$ cat src/hdl/mmtu_pkg.sv
`timescale 1ns / 1ps

package mmtu_pkg;

  // Width kept for pc values held inside the unit.
  localparam int unsigned ADDR_W = 32;
  localparam int unsigned XLEN   = 32;

  typedef enum logic [1:0] {
    OP_CHECK  = 2'd0,
    OP_RAISE  = 2'd1,
    OP_RETURN = 2'd2,
    OP_STATUS = 2'd3
  } op_t;

  typedef enum logic {
    CFG_TVEC = 1'b0,
    CFG_IE   = 1'b1
  } cfg_idx_t;

  localparam logic [3:0] CAUSE_SOFTWARE = 4'd3;
  localparam logic [3:0] CAUSE_TIMER    = 4'd7;
  localparam logic [3:0] CAUSE_EXTERNAL = 4'd11;

  // Interrupt source bit positions in the pending and mask vectors.
  localparam int unsigned SRC_SW  = 0;
  localparam int unsigned SRC_TMR = 1;
  localparam int unsigned SRC_EXT = 2;

  typedef struct packed {
    op_t              opcode;
    logic [XLEN-1:0]  current_pc;
    logic [3:0]       exception_code;
    logic [XLEN-1:0]  trap_value_in;
    logic             pending_software;
    logic             pending_timer;
    logic             pending_external;
    logic [1:0]       new_status;
  } item_t;

  typedef struct packed {
    logic             redirect;
    logic [XLEN-1:0]  jump_pc;
    logic             trap_taken;
    logic             cause_is_interrupt;
    logic [3:0]       cause_number;
    logic [XLEN-1:0]  saved_pc_out;
    logic [XLEN-1:0]  trap_value_out;
    logic             global_enable_out;
    logic             prior_enable_out;
  } result_t;

endpackage

$ cat src/hdl/mmtu_in_stage.sv
`timescale 1ns / 1ps

module mmtu_in_stage import mmtu_pkg::*; (
  input  logic  clk,
  input  logic  rst_n,
  input  logic  in_valid,
  output logic  in_stall,
  input  item_t in_item,
  input  logic  down_ready,
  output logic  s1_valid,
  output item_t s1_item
);

  logic  valid_r, valid_nxt;
  item_t item_r;
  logic  accept;

  assign in_stall = valid_r && !down_ready;
  assign accept   = in_valid && !in_stall;

  always_comb begin
    valid_nxt = valid_r;
    if (accept) begin
      valid_nxt = 1'b1;
    end else if (down_ready) begin
      valid_nxt = 1'b0;
    end
  end

  always_ff @(posedge clk) begin
    if (!rst_n) begin
      valid_r <= 1'b0;
    end else begin
      valid_r <= valid_nxt;
    end
  end

  always_ff @(posedge clk) begin
    if (accept) begin
      item_r <= in_item;
    end
  end

  assign s1_valid = valid_r;
  assign s1_item  = item_r;

endmodule

$ cat src/hdl/mmtu_core.sv
`timescale 1ns / 1ps

module mmtu_core import mmtu_pkg::*; (
  input  logic            clk,
  input  logic            rst_n,
  input  logic            fire,
  input  item_t           item,
  input  logic [XLEN-1:0] tvec,
  input  logic [2:0]      ie_mask,
  output result_t         res
);

  logic              ge_r, ge_nxt;
  logic              pe_r, pe_nxt;
  logic [ADDR_W-1:0] epc_r, epc_nxt;
  logic [4:0]        cause_r, cause_nxt;
  logic [XLEN-1:0]   tval_r, tval_nxt;

  logic [2:0]        active;
  logic [3:0]        int_num;
  logic              take;
  logic              redirect;
  logic [ADDR_W-1:0] target;

  assign active = {item.pending_external, item.pending_timer, item.pending_software} & ie_mask;

  always_comb begin
    priority if (active[SRC_EXT]) begin
      int_num = CAUSE_EXTERNAL;
    end else if (active[SRC_SW]) begin
      int_num = CAUSE_SOFTWARE;
    end else begin
      int_num = CAUSE_TIMER;
    end
  end

  always_comb begin
    ge_nxt    = ge_r;
    pe_nxt    = pe_r;
    epc_nxt   = epc_r;
    cause_nxt = cause_r;
    tval_nxt  = tval_r;
    take      = 1'b0;
    redirect  = 1'b0;
    target    = '0;
    unique case (item.opcode)
      OP_CHECK: begin
        if (ge_r && (active != 3'b000)) begin
          take      = 1'b1;
          redirect  = 1'b1;
          target    = ADDR_W'(tvec);
          pe_nxt    = ge_r;
          ge_nxt    = 1'b0;
          epc_nxt   = ADDR_W'(item.current_pc);
          cause_nxt = {1'b1, int_num};
          tval_nxt  = '0;
        end
      end
      OP_RAISE: begin
        take      = 1'b1;
        redirect  = 1'b1;
        target    = ADDR_W'(tvec);
        pe_nxt    = ge_r;
        ge_nxt    = 1'b0;
        epc_nxt   = ADDR_W'(item.current_pc);
        cause_nxt = {1'b0, item.exception_code};
        tval_nxt  = item.trap_value_in;
      end
      OP_RETURN: begin
        redirect = 1'b1;
        target   = epc_r;
        ge_nxt   = pe_r;
        pe_nxt   = 1'b1;
      end
      OP_STATUS: begin
        ge_nxt = item.new_status[0];
        pe_nxt = item.new_status[1];
      end
      default: begin
        ge_nxt = ge_r;
      end
    endcase
  end

  always_comb begin
    res.redirect           = redirect;
    res.jump_pc            = XLEN'(target);
    res.trap_taken         = take;
    res.cause_is_interrupt = cause_nxt[4];
    res.cause_number       = cause_nxt[3:0];
    res.saved_pc_out       = XLEN'(epc_nxt);
    res.trap_value_out     = tval_nxt;
    res.global_enable_out  = ge_nxt;
    res.prior_enable_out   = pe_nxt;
  end

  always_ff @(posedge clk) begin
    if (!rst_n) begin
      ge_r    <= 1'b0;
      pe_r    <= 1'b0;
      epc_r   <= '0;
      cause_r <= '0;
      tval_r  <= '0;
    end else if (fire) begin
      ge_r    <= ge_nxt;
      pe_r    <= pe_nxt;
      epc_r   <= epc_nxt;
      cause_r <= cause_nxt;
      tval_r  <= tval_nxt;
    end
  end

`ifndef NO_ASSERTIONS
  a_trap_clears_ge: assert property (@(posedge clk) disable iff (!rst_n)
    fire && res.trap_taken |=> !ge_r)
    else $error("global enable still set after a trap");

  a_return_sets_pe: assert property (@(posedge clk) disable iff (!rst_n)
    fire && (item.opcode == OP_RETURN) |=> pe_r)
    else $error("prior enable clear after a return");

  a_no_int_when_off: assert property (@(posedge clk) disable iff (!rst_n)
    !ge_r && (item.opcode == OP_CHECK) |-> !res.trap_taken)
    else $error("interrupt taken with global enable clear");

  a_trap_saves_pc: assert property (@(posedge clk) disable iff (!rst_n)
    fire && res.trap_taken |=> epc_r == $past(ADDR_W'(item.current_pc)))
    else $error("saved pc does not match trapping pc");
`endif

endmodule

$ cat src/hdl/machine_mode_trap_unit.sv
`timescale 1ns / 1ps
// An accepted input item passes through the input register, then the trap
// logic into the result register. Throughput: one item per cycle while
// out_stall is low; the status update is a single pass.
// Reset: synchronous, active low; clears status bits, saved pc, cause, trap
// value, both configuration registers and all valid flags.

module machine_mode_trap_unit import mmtu_pkg::*; (
  input  logic            clk,
  input  logic            rst_n,
  // configuration writes
  input  logic            cfg_we,
  input  logic            cfg_index,
  input  logic [31:0]     cfg_wdata,
  // input items
  input  logic            in_valid,
  output logic            in_stall,
  input  logic [1:0]      in_opcode,
  input  logic [31:0]     in_current_pc,
  input  logic [3:0]      in_exception_code,
  input  logic [31:0]     in_trap_value_in,
  input  logic            in_pending_software,
  input  logic            in_pending_timer,
  input  logic            in_pending_external,
  input  logic [1:0]      in_new_status,
  // result items
  output logic            out_valid,
  input  logic            out_stall,
  output logic            out_redirect,
  output logic [31:0]     out_target_pc,
  output logic            out_trap_taken,
  output logic            out_cause_is_interrupt,
  output logic [3:0]      out_cause_number,
  output logic [31:0]     out_saved_pc_out,
  output logic [31:0]     out_trap_value_out,
  output logic            out_global_enable_out,
  output logic            out_prior_enable_out
);

  // Configuration registers: trap vector and per-source interrupt mask.
  logic [XLEN-1:0] tvec_r;
  logic [2:0]      ie_mask_r;

  always_ff @(posedge clk) begin
    if (!rst_n) begin
      tvec_r    <= '0;
      ie_mask_r <= '0;
    end else if (cfg_we) begin
      unique case (cfg_idx_t'(cfg_index))
        CFG_TVEC: tvec_r    <= cfg_wdata;
        CFG_IE:   ie_mask_r <= cfg_wdata[2:0];
        default:  tvec_r    <= tvec_r;
      endcase
    end
  end

  // Pack the input ports into one item.
  item_t in_item;
  always_comb begin
    in_item.opcode           = op_t'(in_opcode);
    in_item.current_pc       = in_current_pc;
    in_item.exception_code   = in_exception_code;
    in_item.trap_value_in    = in_trap_value_in;
    in_item.pending_software = in_pending_software;
    in_item.pending_timer    = in_pending_timer;
    in_item.pending_external = in_pending_external;
    in_item.new_status       = in_new_status;
  end

  // The result register frees up whenever it is empty or being drained, so
  // a new item can enter the input register while a result waits.
  logic    out_valid_r, out_valid_nxt;
  result_t out_res_r;
  logic    down_ready;
  logic    s1_valid;
  item_t   s1_item;
  logic    fire;
  result_t core_res;

  assign down_ready = !out_valid_r || !out_stall;
  assign fire       = s1_valid && down_ready;

  mmtu_in_stage u_in_stage (
    .clk        (clk),
    .rst_n      (rst_n),
    .in_valid   (in_valid),
    .in_stall   (in_stall),
    .in_item    (in_item),
    .down_ready (down_ready),
    .s1_valid   (s1_valid),
    .s1_item    (s1_item)
  );

  // Trap state and the per-item decision; state advances only on fire.
  mmtu_core u_core (
    .clk     (clk),
    .rst_n   (rst_n),
    .fire    (fire),
    .item    (s1_item),
    .tvec    (tvec_r),
    .ie_mask (ie_mask_r),
    .res     (core_res)
  );

  // Result register: load on fire, drop once taken downstream.
  always_comb begin
    out_valid_nxt = out_valid_r;
    if (fire) begin
      out_valid_nxt = 1'b1;
    end else if (!out_stall) begin
      out_valid_nxt = 1'b0;
    end
  end

  always_ff @(posedge clk) begin
    if (!rst_n) begin
      out_valid_r <= 1'b0;
    end else begin
      out_valid_r <= out_valid_nxt;
    end
  end

  always_ff @(posedge clk) begin
    if (fire) begin
      out_res_r <= core_res;
    end
  end

  assign out_valid              = out_valid_r;
  assign out_redirect           = out_res_r.redirect;
  assign out_target_pc          = out_res_r.jump_pc;
  assign out_trap_taken         = out_res_r.trap_taken;
  assign out_cause_is_interrupt = out_res_r.cause_is_interrupt;
  assign out_cause_number       = out_res_r.cause_number;
  assign out_saved_pc_out       = out_res_r.saved_pc_out;
  assign out_trap_value_out     = out_res_r.trap_value_out;
  assign out_global_enable_out  = out_res_r.global_enable_out;
  assign out_prior_enable_out   = out_res_r.prior_enable_out;

endmodule

$ cat config.mk
export PLATFORM = sky130hd
export DESIGN_NAME = machine_mode_trap_unit
export DESIGN_NICKNAME = d
export VERILOG_FILES = /design/src/hdl/mmtu_pkg.sv /design/src/hdl/mmtu_in_stage.sv /design/src/hdl/mmtu_core.sv /design/src/hdl/machine_mode_trap_unit.sv
export SDC_FILE = /design/constraint.sdc
export NUM_CORES = 1
export LEC_CHECK = 0
export BUFFER_PORTS_ARGS = -buffer_cell sky130_fd_sc_hd__buf_2
export CORE_AREA = 2 2 170 172
export CTS_CLUSTER_SIZE = 8
export DETAILED_ROUTE_END_ITERATION = 10
export DIE_AREA = 0 0 172 174
export GPL_TIMING_DRIVEN = 0
export HOLD_SLACK_MARGIN = 0.02
export PLACE_DENSITY = 0.61
export SYNTH_ARGS = -nofsm -noshare
export SYNTH_HDL_FRONTEND = slang
export SYNTH_HIERARCHICAL = 1
export SYNTH_SLANG_ARGS = --single-unit
$ cat constraint.sdc
create_clock -name clk -period 6.15 [get_ports clk]
set_clock_uncertainty 0.1 [all_clocks]
set_input_delay 0.9225 -clock clk [delete_from_list [all_inputs] [get_ports clk]]
set_output_delay 0.9225 -clock clk [all_outputs]
set_load 0.05 [all_outputs]
## Word-level counts from Yosys, hierarchy flattened

Cells that the tools add are included.

- Bitwise operators: 2
- Reduce and logical (&&, ||, !) cells: 15
- Multiplexer cells: 21
- Equality and inequality tests: 4

Operator list:

| kind | count |
|---|---|
| 32-bit one-hot mux with 2 select lines | 2 |
| 32-bit two-way mux | 3 |
| 32-bit one-hot mux with 3 select lines | 1 |
| 5-bit one-hot mux with 2 select lines | 1 |
| 1-bit one-hot mux with 4 select lines | 2 |
| 1-bit two-way mux | 7 |
| 5-bit two-way mux | 1 |
| 2-bit == test, second input constant | 2 |
| 1-bit logical AND | 4 |
| 1-bit zero test | 4 |
| 4-bit two-way mux | 1 |
| 1-bit one-hot mux with 2 select lines | 2 |
| 2-bit AND reduction | 2 |
| 3-bit AND | 1 |
| 3-bit two-way mux | 1 |
| 3-bit nonzero test | 1 |
| 2-bit by 1-bit == test with 1-bit output, second input constant | 1 |
| 2-bit zero test | 1 |
| 2-bit by 1-bit inequality test with 1-bit output, second input constant | 1 |
| 2-bit nonzero test | 1 |
| 2-bit OR reduction | 1 |
| 1-bit logical OR | 1 |
| 1-bit inverter | 1 |

- Register bits: 288
- Output and inout bits: 107
- Input bits: 113
- Logic and storage cells: 68

## Logic depth before layout (Yosys ltp)

Gate-level depths: netlist of run 1.

- Depth in word-level cells: 7
- Mapped depth: 9
- Depth with buffers taken out: 5

## Cells and area by module

The synthesis of run 1 kept the hierarchy.

By module, submodules not included:

| module | area an instance (um^2) | sequential area each (um^2) | times used | cells an instance |
|---|---|---|---|---|
| machine_mode_trap_unit | 4653.2 | 3873.7 | 1 | 262 |
| mmtu_core | 4085.2 | 1421.4 | 1 | 486 |
| mmtu_in_stage | 2299.7 | 2272.2 | 1 | 79 |

## Least setup slack after synthesis of run 1

OpenSTA, ideal clock, no wires.

- Path kind: input -> register
- From: input port out_stall
- To: register u_core.epc_r[19]
- Cell stages on the path: 6
- Slack: 0.814 ns
- Required time: 5.989 ns
- Setup time: 0.061 ns
- Buffers on the path: 1
- Arrival: 5.175 ns
- Cell sequence: nand2_1 > and2_1 > nand2_1 > a211oi_1 > clkbuf_1 > a32o_1

- Word-level cells in the longest chain between the ends: 3

Ends and longest elaborated chain:

| what | line | RTL |
|---|---|---|
| start: declaration | machine_mode_trap_unit.sv:28 | `input logic out_stall,` |
| 1-bit zero test | -- |  |
| 1-bit logical OR | machine_mode_trap_unit.sv:80 | `assign down_ready = !out_valid_r \|\| !out_stall;` |
| 1-bit logical AND | machine_mode_trap_unit.sv:81 | `assign fire = s1_valid && down_ready;` |
| named net fire | machine_mode_trap_unit.sv:77 | `logic fire;` |
| end signal: assignment | mmtu_core.sv:107 | `epc_r <= epc_nxt;` |
| end: declaration | mmtu_core.sv:15 | `logic [ADDR_W-1:0] epc_r, epc_nxt;` |

The timed path passes the listed nets, and every way through them passes these cells.
A chain may end at the register's enable or synchronous reset.

## Worst setup path after layout of run 1

- From: input port out_stall
- To: register u_core.epc_r[21]

- Word-level cells in the longest chain between the ends: 3

Ends and longest elaborated chain:

| what | line | RTL |
|---|---|---|
| 1-bit zero test | -- |  |
| 1-bit logical OR | machine_mode_trap_unit.sv:80 |  |
| named net down_ready | machine_mode_trap_unit.sv:74 | `logic down_ready;` |
| 1-bit logical AND | machine_mode_trap_unit.sv:81 |  |
| named net fire | machine_mode_trap_unit.sv:77 |  |

The timed path passes the listed nets, and every way through them passes these cells.

==> results of run 1 <==
[where the power goes]
| part | switching (mW) | leakage, nW | internal [mW] |
|---|---|---|---|
| Clock | 0.800 | 0.594 | 1.35 |
| Sequential | 0.0375 | 2.65 | 2.15 |
| Combinational | 0.269 | 2.09 | 0.127 |
| Total | 1.11 | 5.33 | 3.62 |
[kinds of logic (layout without fill, tap and decap cells)]
group / count (synthesis) / count (layout) / synth area share
AOI/OAI and AO/OA: 263 / 263 / 0.175
and+or+nand+nor: 154 / 154 / 0.0561
adders and majority gates: 4 / 4 / 0.00453
DFF: 288 / 288 / 0.686
buffers and inverters: 82 / 381 / 0.0464
muxes: 36 / 36 / 0.0328
other: 0 / 5 / 0
[area by class of cell]
class / instances / share of cell area
Tap cell: 384 / 0.0344
Multi-Input combinational cell: 457 / 0.213
Antenna cell: 5 / 0.000895
Clock inverter: 1 / 0.000627
Buffer: 76 / 0.0350
Clock buffer: 75 / 0.0887
Sequential cell: 288 / 0.542
Timing Repair Buffer: 223 / 0.0847
Inverter: 6 / 0.00161
[registers in the layout, indices dropped and copies added, names as in the netlist, 3 cells and up]
register / flops
u_core/tval_r: 32
tvec_r: 32
ie_mask_r: 3
out_target_pc: 32
u_core/epc_r: 32
u_in_stage/s1_item: 75
out_saved_pc_out: 32
out_cause_number: 4
u_core/cause_r: 5
out_trap_value_out: 32
[through the flow]
step / worst slack (ns) / instance area, µm² / hold WS [ns]
5_1_grt: 2.06 / 14000 / 0.370
6_report: 2.23 / 14000 / 0.351
3_3_place_gp: -2.54 / 12600 / 0.341
2_1_floorplan: 0.814 / 11000 / 0.334
4_1_cts: 2.21 / 14000 / 0.354
3_5_place_dp: 1.66 / 12700 / 0.348
[worst max-delay path: stages]
cell and delay [ns]:
buf_2 0.10, nand2_1 0.12, and2_4 0.42, buf_12 0.30, buf_16 0.27, nand2_1 0.27, a211oi_1 1.06, clkbuf_1 0.54
a32o_1 0.21
[path summary, 6_finish.rpt]
| check | start | to | slack (ns) | cells after the start |
|---|---|---|---|---|
| worst min register to register | u_core/tval_r[31] | u_core/tval_r[31] | 0.35 | 2 |
| worst min-delay path | u_core/tval_r[31] | u_core/tval_r[31] | 0.35 | 2 |
| worst max register to register | out_valid | u_core/epc_r[21] | 2.43 | 8 |
| worst max-delay path | out_stall | u_core/epc_r[21] | 2.23 | 9 |
[cells in the mapped netlist]
cell and instances:
o211ai_1 1, a211oi_1 33, buf_1 2, nand2_1 142
nor2_1 2, inv_1 6, a222oi_1 1, a21o_1 1
buf_6 8, clkbuf_1 35, a32oi_1 1, buf_12 3
nor2b_4 2, a31oi_1 4, buf_8 5, buf_2 19
o21a_1 2, o21bai_2 1, ha_1 4, and2_1 3
and2_2 1, o22ai_1 33, a21bo_2 1, nand2b_1 1
mux2_2 1, edfxtp_1 180, a22o_1 65, o311a_1 1
a21oi_1 68, o311ai_2 1, a41oi_1 1, o2bb2ai_1 1
buf_4 4, a22oi_1 4, o21ai_0 9, mux2i_1 35
o21ba_2 1, o211a_1 1, a32o_1 32, nor2b_1 3
a41o_1 1, dfxtp_1 108
[layer usage]
metal  routed length, µm  part of all wire  GRT usage
met4                 847             0.029     0.0679
met5                   0                 0          0
met1               12900              0.43      0.265
met3                1660             0.056     0.0335
met2               14300              0.48      0.317
==> summary.txt, run 1 <==
Route
  – Post-DRT Antenna Nets: 0
  – Total Wirelength: 29.6 mm
  – Post-route DRC violation count: 0
  – Starting DRT DRC Count: 578
  – Via-per-instance ratio: 5.22
  – Via count: between 7000 and 8000
  – DR pass1 iterations: 6
  – WL/cell: a little under 20 µm

Logic synthesis
  – Seq/Total Area, Yosys: 0.686
  – Avg Inst Size Synth: 13.3 µm²
  – Synth top area share: 0.490
  – YS warnings: 6
  – Post-Syn Nets: 944
  – Post-Synthesis Cells: a little over 800
  – Synth Register Bits: ~290
  – Yosys top cell by area: edfxtp_1
  – Post-synthesis cell area: 0.0110 mm²
  – Synth area leaders: edfxtp_1 49%, dfxtp_1 20%, a22o_1 5.2%
  – Synth cell types: 42

Cells and area
  – Fin cells: 1515
  – Final Util: 0.495
  – Area occupied by multi-input gates: between 0.002 and 0.003 mm²
  – Fill count: around 2500
  – Area growth syn-to-layout: 26.6%
  – Commonest cells after routing, fill and taps aside: 238 x buf_2, 180 x edfxtp_1, 142 x nand2_1, 108 x dfxtp_1, 68 x a21oi_1
  – Nets@finish: 1211
  – Register area: 0.00757 mm²
  – Layout cells sized above 1: 0.282
  – Commonest non-fill, non-tap cell in the layout: buf_2

Timing
  – Period utilization: 0.637
  – Fin. max-slew vios: 0
  – Rel. slew slack: 0.140
  – Min Tclk post-route: between 3 and 4 ns
  – Endpoints failing hold: 0
  – Setup Viol. Count Final: 0
  – RSZ-0062 raised after global routing: no
  – Peak Freq: 255 MHz
  – Setup_tns: 0 ns
  – Actual slew at the worst max-slew pin: 1.28 ns

CTS
  – Clock Latency Late Sink: 0.52 ns
  – CTS Hold Buffers Added: 0
  – CTS tree: built
  – Max clock buf depth: 3
  – TritonCTS Sinks: roughly 290
  – CTS Buf Count: 42
  – H-tree Lvls: 2
  – Clk pin slew, worst setup/hold paths: 0.05 ns
  – Post-CTS setup buffer count: 0
  – Post_cts resized: 0
  – CTS Root Cell: clkbuf_16

Power
  – Overall power: 4.73 mW
  – Peak VDD IR: 0.217 mV
  – Leakage: 5.33 nW
  – Pwr Density: 338 mW/mm²

Floorplanning
  – Initial Util: 0.391
  – Row Count: 62
  – Die ar.: 0.0299 mm²
  – IO Pins: 220
  – Core Box Area: 0.0282 mm²
  – Die extent in y: around 170 µm
  – Die width: 172 µm

Setup path
  – Arrival time worst endpoint: 4.27 ns
  – Worst Path Max Fanout: 43
  – Setup crit end kind: register
  – Worst EP required: 6.50 ns
  – CP startpoint kind: input pin
  – Setup CP Type: in2reg

Global routing
  – Total Routing Usage GR: 0.195
  – Initial antenna violation count: 5
  – First-pass GRT wire length: 44.2 mm
  – Largest net degree at the start of global routing: 44
  – GRT overflow: 0
  – Vias in the first global route: 7607

Outcome
  – Status: completed

Worst hold path
  – Worst hold path class: reg2reg

Place
  – Placed Cells: 1434
  – Gpl congestion: 0.804
  – Hpwl dp: 20.2 mm
  – Buffers on Ports: between 200 and 250

Job
  – Total of max-cap violations: 0
Note: power is estimated with default switching activity, not from simulation.
==> run 2, diff against run 1 <==
- ABC_AREA: default -> 1
- CORE_AREA: 2 2 170 172 -> 2 2 174 176
- DIE_AREA: 0 0 172 174 -> 0 0 176 178
- PLACE_DENSITY: 0.61 -> 0.63
- clock period: 6.15 -> 3.35 ns (I/O delays scaled with it)
==> run 2 against run 1 <==
Net effect: first-iteration DRC count decreased by 5.9%; critical endpoint is now u_core/tval_r[31]; cell area rose by 4.4%; sequential power is 89% higher; synthesized area increased by 5.3%; count of clock-buffer cells in the layout down 3; combinational power rose to 2.6 times the previous value; critical path type is now reg2reg; routed wire length rose by 4.6%; worst setup slack got worse by 2.0 ns; hold slack worse by 0.30 ns.
==> summary.txt, run 2 <==
Route
  – Met2 WL post-DR: 14.7 mm (+2.8%)
  – DR pass1 iterations: 5 (-1)
  – Top Metal Used: met5
  – WL/cell: 16.1 µm (-18%)
  – Post-DRT Antenna Nets: 0 (unchanged)
  – Via-per-instance ratio: 4.74 (-9.2%)
  – WL met3: 1.89 mm (+14%)
  – Total Wirelength: 31.0 mm (+4.6%)
  – Starting DRT DRC Count: 544 (-5.9%)
  – Via count: 9112 (+15%)
  – Post-route DRC violation count: 0 (unchanged)
  – Wire length on met1: 13.4 mm (+4.3%)

Setup path
  – Worst path depth: 10 (+1)
  – WP buf/inv: 7 (+3)
  – Max incr delay on CP: 0.59 ns (-0.47 ns)
  – Worst path top cell family by delay: buffers and inverters
  – Worst Path Max Fanout: 24 (-44%)
  – Worst path slowest cell: clkbuf_1
  – Reg2reg path depth: 10 (+2)
  – CP startpoint kind: register
  – Setup crit end kind: register
  – CP Capture Point: u_core/tval_r[31]
  – Reg-to-Reg Start: u_in_stage/s1_valid
  – Setup CP Type: reg2reg
  – Critical path origin: u_in_stage/s1_valid
  – Worst EP required: 3.66 ns (-2.84 ns)
  – Reg2Reg Capture Point: u_core/tval_r[31]
  – R2r setup slk: 0.28 ns (-2.15 ns)
  – Arrival time worst endpoint: 3.38 ns (-0.89 ns)
  – CP cell instances: inv_1 -> a21oi_4 -> buf_16 -> buf_12 -> buf_16 -> clkbuf_1 -> clkbuf_1 -> nand3_1 -> nand2_1 -> inv_1

Logic synthesis
  – Avg Inst Size Synth: 9.42 µm² (-29%)
  – Most used flip-flop cell after synthesis: edfxtp_1
  – Post-synth EDFFs: 180 (unchanged)
  – Synth top area share: 0.465 (-0.0245)
  – YS warnings: 6 (unchanged)
  – Synth area leaders: edfxtp_1 47%, dfxtp_1 19%, nand2_1 10%
  – Seq/Total Area, Yosys: 0.651 (-0.0343)
  – Ys async rst share: 0 (unchanged)
  – Commonest cells in the synthesized netlist: 313 x nand2_1, 209 x nor2_1, 180 x edfxtp_1, 159 x nand3_1, 116 x inv_1
  – Post-Syn Nets: 1350 (+43%)
  – Yosys top cell by area: edfxtp_1
  – Post-Synthesis Cells: 1233 (+49%)
  – Synth cell types: 22 (-48%)
  – Cell with the most instances after synthesis: nand2_1
  – Synth Register Bits: 288 (unchanged)
  – Post-synthesis cell area: 0.0116 mm² (+5.3%)

Timing
  – Endpoints failing hold: 0 (unchanged)
  – Peak Freq: 326 MHz
  – Setup Viol. Count Final: 0 (unchanged)
  – Period utilization: 0.917
  – RSZ-0062 raised after global routing: no
  – Actual slew at the worst max-slew pin: 0.896 ns (-0.387 ns)
  – Hold Slack: 0.0521 ns (-0.299 ns)
  – Fin. max-slew vios: 0 (unchanged)
  – Final setup margin: 0.279 ns (-1.95 ns)
  – Rel. slew slack: 0.402 (+0.262)
  – Min Tclk post-route: 3.07 ns
  – Setup_tns: 0 ns (unchanged)

Cells and area
  – Number of flip-flops in the largest register: 75 (unchanged)
  – Commonest non-fill, non-tap cell in the layout: nand2_1
  – Final instance area: 0.0146 mm² (+4.4%)
  – Commonest cells after routing, fill and taps aside: 313 x nand2_1, 245 x buf_2, 208 x nor2_1, 180 x edfxtp_1, 159 x nand3_1
  – Fin cells: 1924 (+27%)
  – Final Util: 0.496 (+0.00121)
  – Nets@finish: 1618 (+34%)
  – Layout cells sized above 1: 0.219 (-0.0630)
  – Area growth syn-to-layout: 25.5%
  – Fill count: 2759 (+8.8%)

Global routing
  – Vias in the first global route: 8890 (+17%)
  – Total Routing Usage GR: 0.195 (about the same)
  – Initial antenna violation count: 5 (unchanged)
  – GRT overflow: 0 (unchanged)
  – Largest net degree at the start of global routing: 27 (-39%)
  – First-pass GRT wire length: 47.1 mm (+6.5%)

CTS
  – CTS Buf Count: 41 (-2.4%)
  – Post-CTS setup buffer count: 0 (unchanged)
  – CTS Root Cell: clkbuf_16
  – CTS Hold Buffers Added: 0 (unchanged)
  – Clock Latency Late Sink: 0.52 ns (about the same)
  – H-tree Lvls: 2 (unchanged)
  – Clk pin slew, worst setup/hold paths: 0.05 ns (about the same)
  – Post_cts resized: 0 (unchanged)
  – CTS tree: built
  – Max clock buf depth: 3 (unchanged)
  – TritonCTS Sinks: 288 (unchanged)

Power
  – Peak VDD IR: 0.385 mV (+78%)
  – Leakage: 6.74 nW (+26%)
  – Pwr Density: 614 mW/mm² (+82%)
  – Overall power: 8.96 mW (+90%)

Place
  – Buffers on Ports: 218 (-0.46%)
  – Post-DP Area: 0.0134 mm² (+5.3%)
  – Placed Cells: 1848 (+29%)
  – Hpwl dp: 21.1 mm (+4.5%)
  – Pre-CTS WS: 0.0608 ns (-1.60 ns)
  – Gpl congestion: 0.776 (-3.5%)

Floorplanning
  – IO Pins: 220 (unchanged)
  – Die width: 176 µm (+2.3%)
  – Row Count: 63 (+1.6%)
  – Die extent in y: 178 µm (+2.3%)
  – Initial Util: 0.395 (+0.00426)
  – Die ar.: 0.0313 mm² (+4.7%)
  – Core Box Area: 0.0294 mm² (+4.1%)

Job
  – Total of max-cap violations: 0 (unchanged)

Outcome
  – Status: completed

Worst hold path
  – Worst hold path class: in2reg
==> run 2: changes by cell type in the layout (fill, tap and decap cells not counted), moves of 7 or more <==
cell	previous run	this run
a211oi_1	33	0
a21oi_1	68	39
a22o_1	65	0
a32o_1	32	0
buf_2	238	245
buf_4	4	11
clkbuf_1	65	52
inv_1	6	116
mux2i_1	35	0
nand2_1	142	313
nand3_1	0	159
nand3_2	0	10
nor2_1	2	208
o22ai_1	33	0
==> run 2: metal layers <==
| layer | GRT usage | vias up |
|---|---|---|
| met3 | 0.0347 | 69 |
| met4 | 0.0809 | 4 |
| met5 | 0 | - |
| met1 | 0.253 | 4243 |
| met2 | 0.325 | 289 |
| li1 | - | 4507 |
==> run 2: layout make-up <==
class,instances,area (µm²),share of cell area
diodes,3,7.51,0.000515
plain buffers,73,394,0.0270
clock buffers,72,1180,0.0812
clock inverters,1,8.76,0.000601
inverters,121,454,0.0311
multi-input cells,751,3220,0.221
flip-flops and latches,288,7570,0.519
well taps,390,488,0.0335
repair buffers,225,1250,0.0860
==> run 2: worst min-delay path by stage <==
stage / depth (start not counted) / slack, ns / endpoint / from
after floorplan: 2 / 0.34 / ie_mask_r[0] / ie_mask_r[0]
after global placement: 2 / 0.35 / ie_mask_r[1] / ie_mask_r[1]
after detailed placement: 2 / 0.36 / ie_mask_r[0] / ie_mask_r[0]
after CTS: 1 / 0.03 / u_in_stage/s1_item[57] / in_current_pc[16]
after global routing: 1 / 0.04 / u_in_stage/s1_item[64] / in_current_pc[23]
final: 1 / 0.05 / u_in_stage/s1_item[57] / in_current_pc[16]
==> run 2: report_power, final <==
| group | leakage, nW | total [mW] | switching [mW] | internal, mW |
|---|---|---|---|---|
| clock | 0.569 | 3.83 | 1.46 | 2.37 |
| sequential | 2.62 | 4.12 | 0.0954 | 4.03 |
| combinational | 3.55 | 1.01 | 0.715 | 0.299 |
==> run 2: cells by family (layout without fill, tap and decap cells) <==
logic type | count (synthesis) | count (layout) | share of synthesized area
simple gates | 698 | 698 | 0.250
flops | 288 | 288 | 0.651
compound gates | 49 | 49 | 0.0218
buf+inv | 194 | 492 | 0.0728
other cells | 0 | 3 | 0
fa+ha+maj | 4 | 4 | 0.00431
==> run 3, diff against run 2 <==
- PLACE_DENSITY: 0.63 -> 0.61
- clock period: 3.35 -> 3.8 ns (I/O delays scaled with it)
==> run 3 against run 2 <==
Net effect: routed wire length decreased by 1.2%; combinational power decreased by 12%; maximum frequency decreased by 1.7%; via count decreased by 0.31%; non-clock buffer count decreased by 1; hold slack improved by 0.075 ns; critical path depth unchanged.
==> summary.txt, run 3 (synthesized netlist as in run 2, its figures left out) <==
Timing
  – Rel. slew slack: 0.502 (+0.101)
  – Fin. max-slew vios: 0 (unchanged)
  – Period utilization: 0.822 (-0.0949)
  – RSZ-0062 raised after global routing: no
  – Min Tclk post-route: 3.12 ns (+0.0520 ns)
  – Final setup margin: 0.677 ns (+0.398 ns)
  – Hold Slack: 0.127 ns (+0.0746 ns)
  – Peak Freq: 320 MHz (-1.7%)
  – Endpoints failing hold: 0 (unchanged)
  – Setup Viol. Count Final: 0 (unchanged)
  – Setup_tns: 0 ns (unchanged)
  – Actual slew at the worst max-slew pin: 0.745 ns (-0.150 ns)

CTS
  – CTS tree: built
  – Post-CTS setup buffer count: 0 (unchanged)
  – Post_cts resized: 0 (unchanged)
  – CTS Root Cell: clkbuf_16
  – Max clock buf depth: 3 (unchanged)
  – CTS Buf Count: 41 (unchanged)
  – TritonCTS Sinks: 288 (unchanged)
  – Clk pin slew, worst setup/hold paths: 0.05 ns (about the same)
  – CTS Hold Buffers Added: 0 (unchanged)
  – H-tree Lvls: 2 (unchanged)
  – Clock Latency Late Sink: 0.51 ns (about the same)

Floorplanning
  – Die extent in y: 178 µm (unchanged)
  – Die ar.: 0.0313 mm² (unchanged)
  – Die width: 176 µm (unchanged)
  – Initial Util: 0.395 (unchanged)
  – IO Pins: 220 (unchanged)
  – Row Count: 63 (unchanged)
  – Core Box Area: 0.0294 mm² (unchanged)

Route
  – Post-DRT Antenna Nets: 0 (unchanged)
  – Post-route DRC violation count: 0 (unchanged)
  – Total Wirelength: 30.6 mm (-1.2%)
  – Via-per-instance ratio: 4.73 (-0.20%)
  – WL/cell: 15.9 µm (-1.1%)
  – DR pass1 iterations: 6 (+1)
  – Via count: 9084 (-0.31%)
  – Starting DRT DRC Count: 619 (+14%)

Global routing
  – GRT overflow: 0 (unchanged)
  – Vias in the first global route: 8686 (-2.3%)
  – Largest net degree at the start of global routing: 32 (+19%)
  – First-pass GRT wire length: 46.6 mm (-1.1%)
  – Initial antenna violation count: 3 (-2)
  – Total Routing Usage GR: 0.194 (-0.00165)

Place
  – Buffers on Ports: 218 (unchanged)
  – Gpl congestion: 0.782 (+0.79%)
  – Pre-CTS WS: 0.340 ns (+0.279 ns)
  – Placed Cells: 1847 (-0.054%)
  – Hpwl dp: 20.7 mm (-1.8%)

Power
  – Peak VDD IR: 0.258 mV (-33%)
  – Leakage: 6.71 nW (-0.42%)
  – Pwr Density: 543 mW/mm² (-12%)

Setup path
  – Worst EP required: 4.11 ns (+0.45 ns)
  – Setup crit end kind: register
  – CP startpoint kind: register
  – Reg2reg path depth: 10 (unchanged)
  – Reg-to-Reg Start: u_in_stage/s1_valid
  – Arrival time worst endpoint: 3.44 ns (+0.06 ns)
  – Worst Path Max Fanout: 27 (+13%)
  – Critical path origin: u_in_stage/s1_valid
  – Setup CP Type: reg2reg

Cells and area
  – Fill count: 2799 (+1.4%)
  – Area growth syn-to-layout: 25.1%
  – Number of flip-flops in the largest register: 75 (unchanged)
  – Commonest non-fill, non-tap cell in the layout: nand2_1
  – Layout cells sized above 1: 0.217 (-0.00219)
  – Commonest cells after routing, fill and taps aside: 313 x nand2_1, 243 x buf_2, 208 x nor2_1, 180 x edfxtp_1, 159 x nand3_1
  – Fin cells: 1922 (-0.10%)
  – Nets@finish: 1617 (-0.062%)

Worst hold path
  – Hold depth: 1 (unchanged)
  – Min-Delay Startpoint: in_current_pc[15]
  – Worst hold path class: in2reg

Outcome
  – Status: completed

Job
  – Total of max-cap violations: 0 (unchanged)
==> run 3: changes by cell type in the layout (fill, tap and decap cells not counted) <==
cell,change
buf_1,+2
buf_12,+2
buf_16,-3
buf_2,-2
clkbuf_1,-2
dfxtp_1,+1
dfxtp_2,-1
diode_2,+1
==> run 3: worst max-delay path, cell delays in order (launching register included) <==
cell,delay [ns]
dfxtp_1,0.33
inv_1,0.08
a21oi_4,0.40
buf_12,0.26
buf_12,0.23
buf_12,0.21
clkbuf_1,0.51
clkbuf_1,0.57
nand3_1,0.17
nand2_1,0.10
inv_1,0.04
==> run 3: layout make-up <==
type | count | area, µm² | share of cell area
Sequential cell | 288 | 7570 | 0.521
Multi-Input combinational cell | 751 | 3220 | 0.222
Timing Repair Buffer | 224 | 1210 | 0.0833
Clock buffer | 70 | 1180 | 0.0810
Tap cell | 390 | 488 | 0.0336
Inverter | 121 | 454 | 0.0313
Buffer | 73 | 392 | 0.0269
Antenna cell | 4 | 10.0 | 0.000689
Clock inverter | 1 | 8.76 | 0.000603
==> run 3: worst paths after layout <==
kind | to | slack, ns
max reg2reg | u_core/epc_r[18] | 0.68
min reg2reg | ie_mask_r[0] | 0.37
min | u_in_stage/s1_item[56] | 0.13
max | u_core/epc_r[18] | 0.68
==> run 3: per-stage QoR <==
| step | total power [mW] | utilization | cell area, µm² |
|---|---|---|---|
| detailed placement | 4.58 | 0.454 | 13300 |
| finish | 7.88 | 0.494 | 14500 |
| global placement | 4.56 | 0.449 | 13200 |
| CTS | 7.97 | 0.494 | 14500 |
| floorplan | 4.29 | - | 11600 |
| global route | 8.19 | 0.494 | 14500 |
==> run 3: power breakdown <==
group	leakage [nW]	total [mW]	internal, mW	switching [mW]
combinational	3.52	0.887	0.258	0.629
clock	0.566	3.37	2.08	1.29
sequential	2.62	3.63	3.55	0.0813
total	6.71	7.88	5.89	2.00
==> run 3: routing by layer <==
| metal | part of all wire | global-route usage | up-vias |
|---|---|---|---|
| li1 | - | - | 4514 |
| met1 | 0.45 | 0.263 | 4222 |
| met2 | 0.47 | 0.317 | 295 |
| met3 | 0.055 | 0.0279 | 53 |
| met4 | 0.028 | 0.0716 | 0 |
| met5 | 0 | 0 | - |
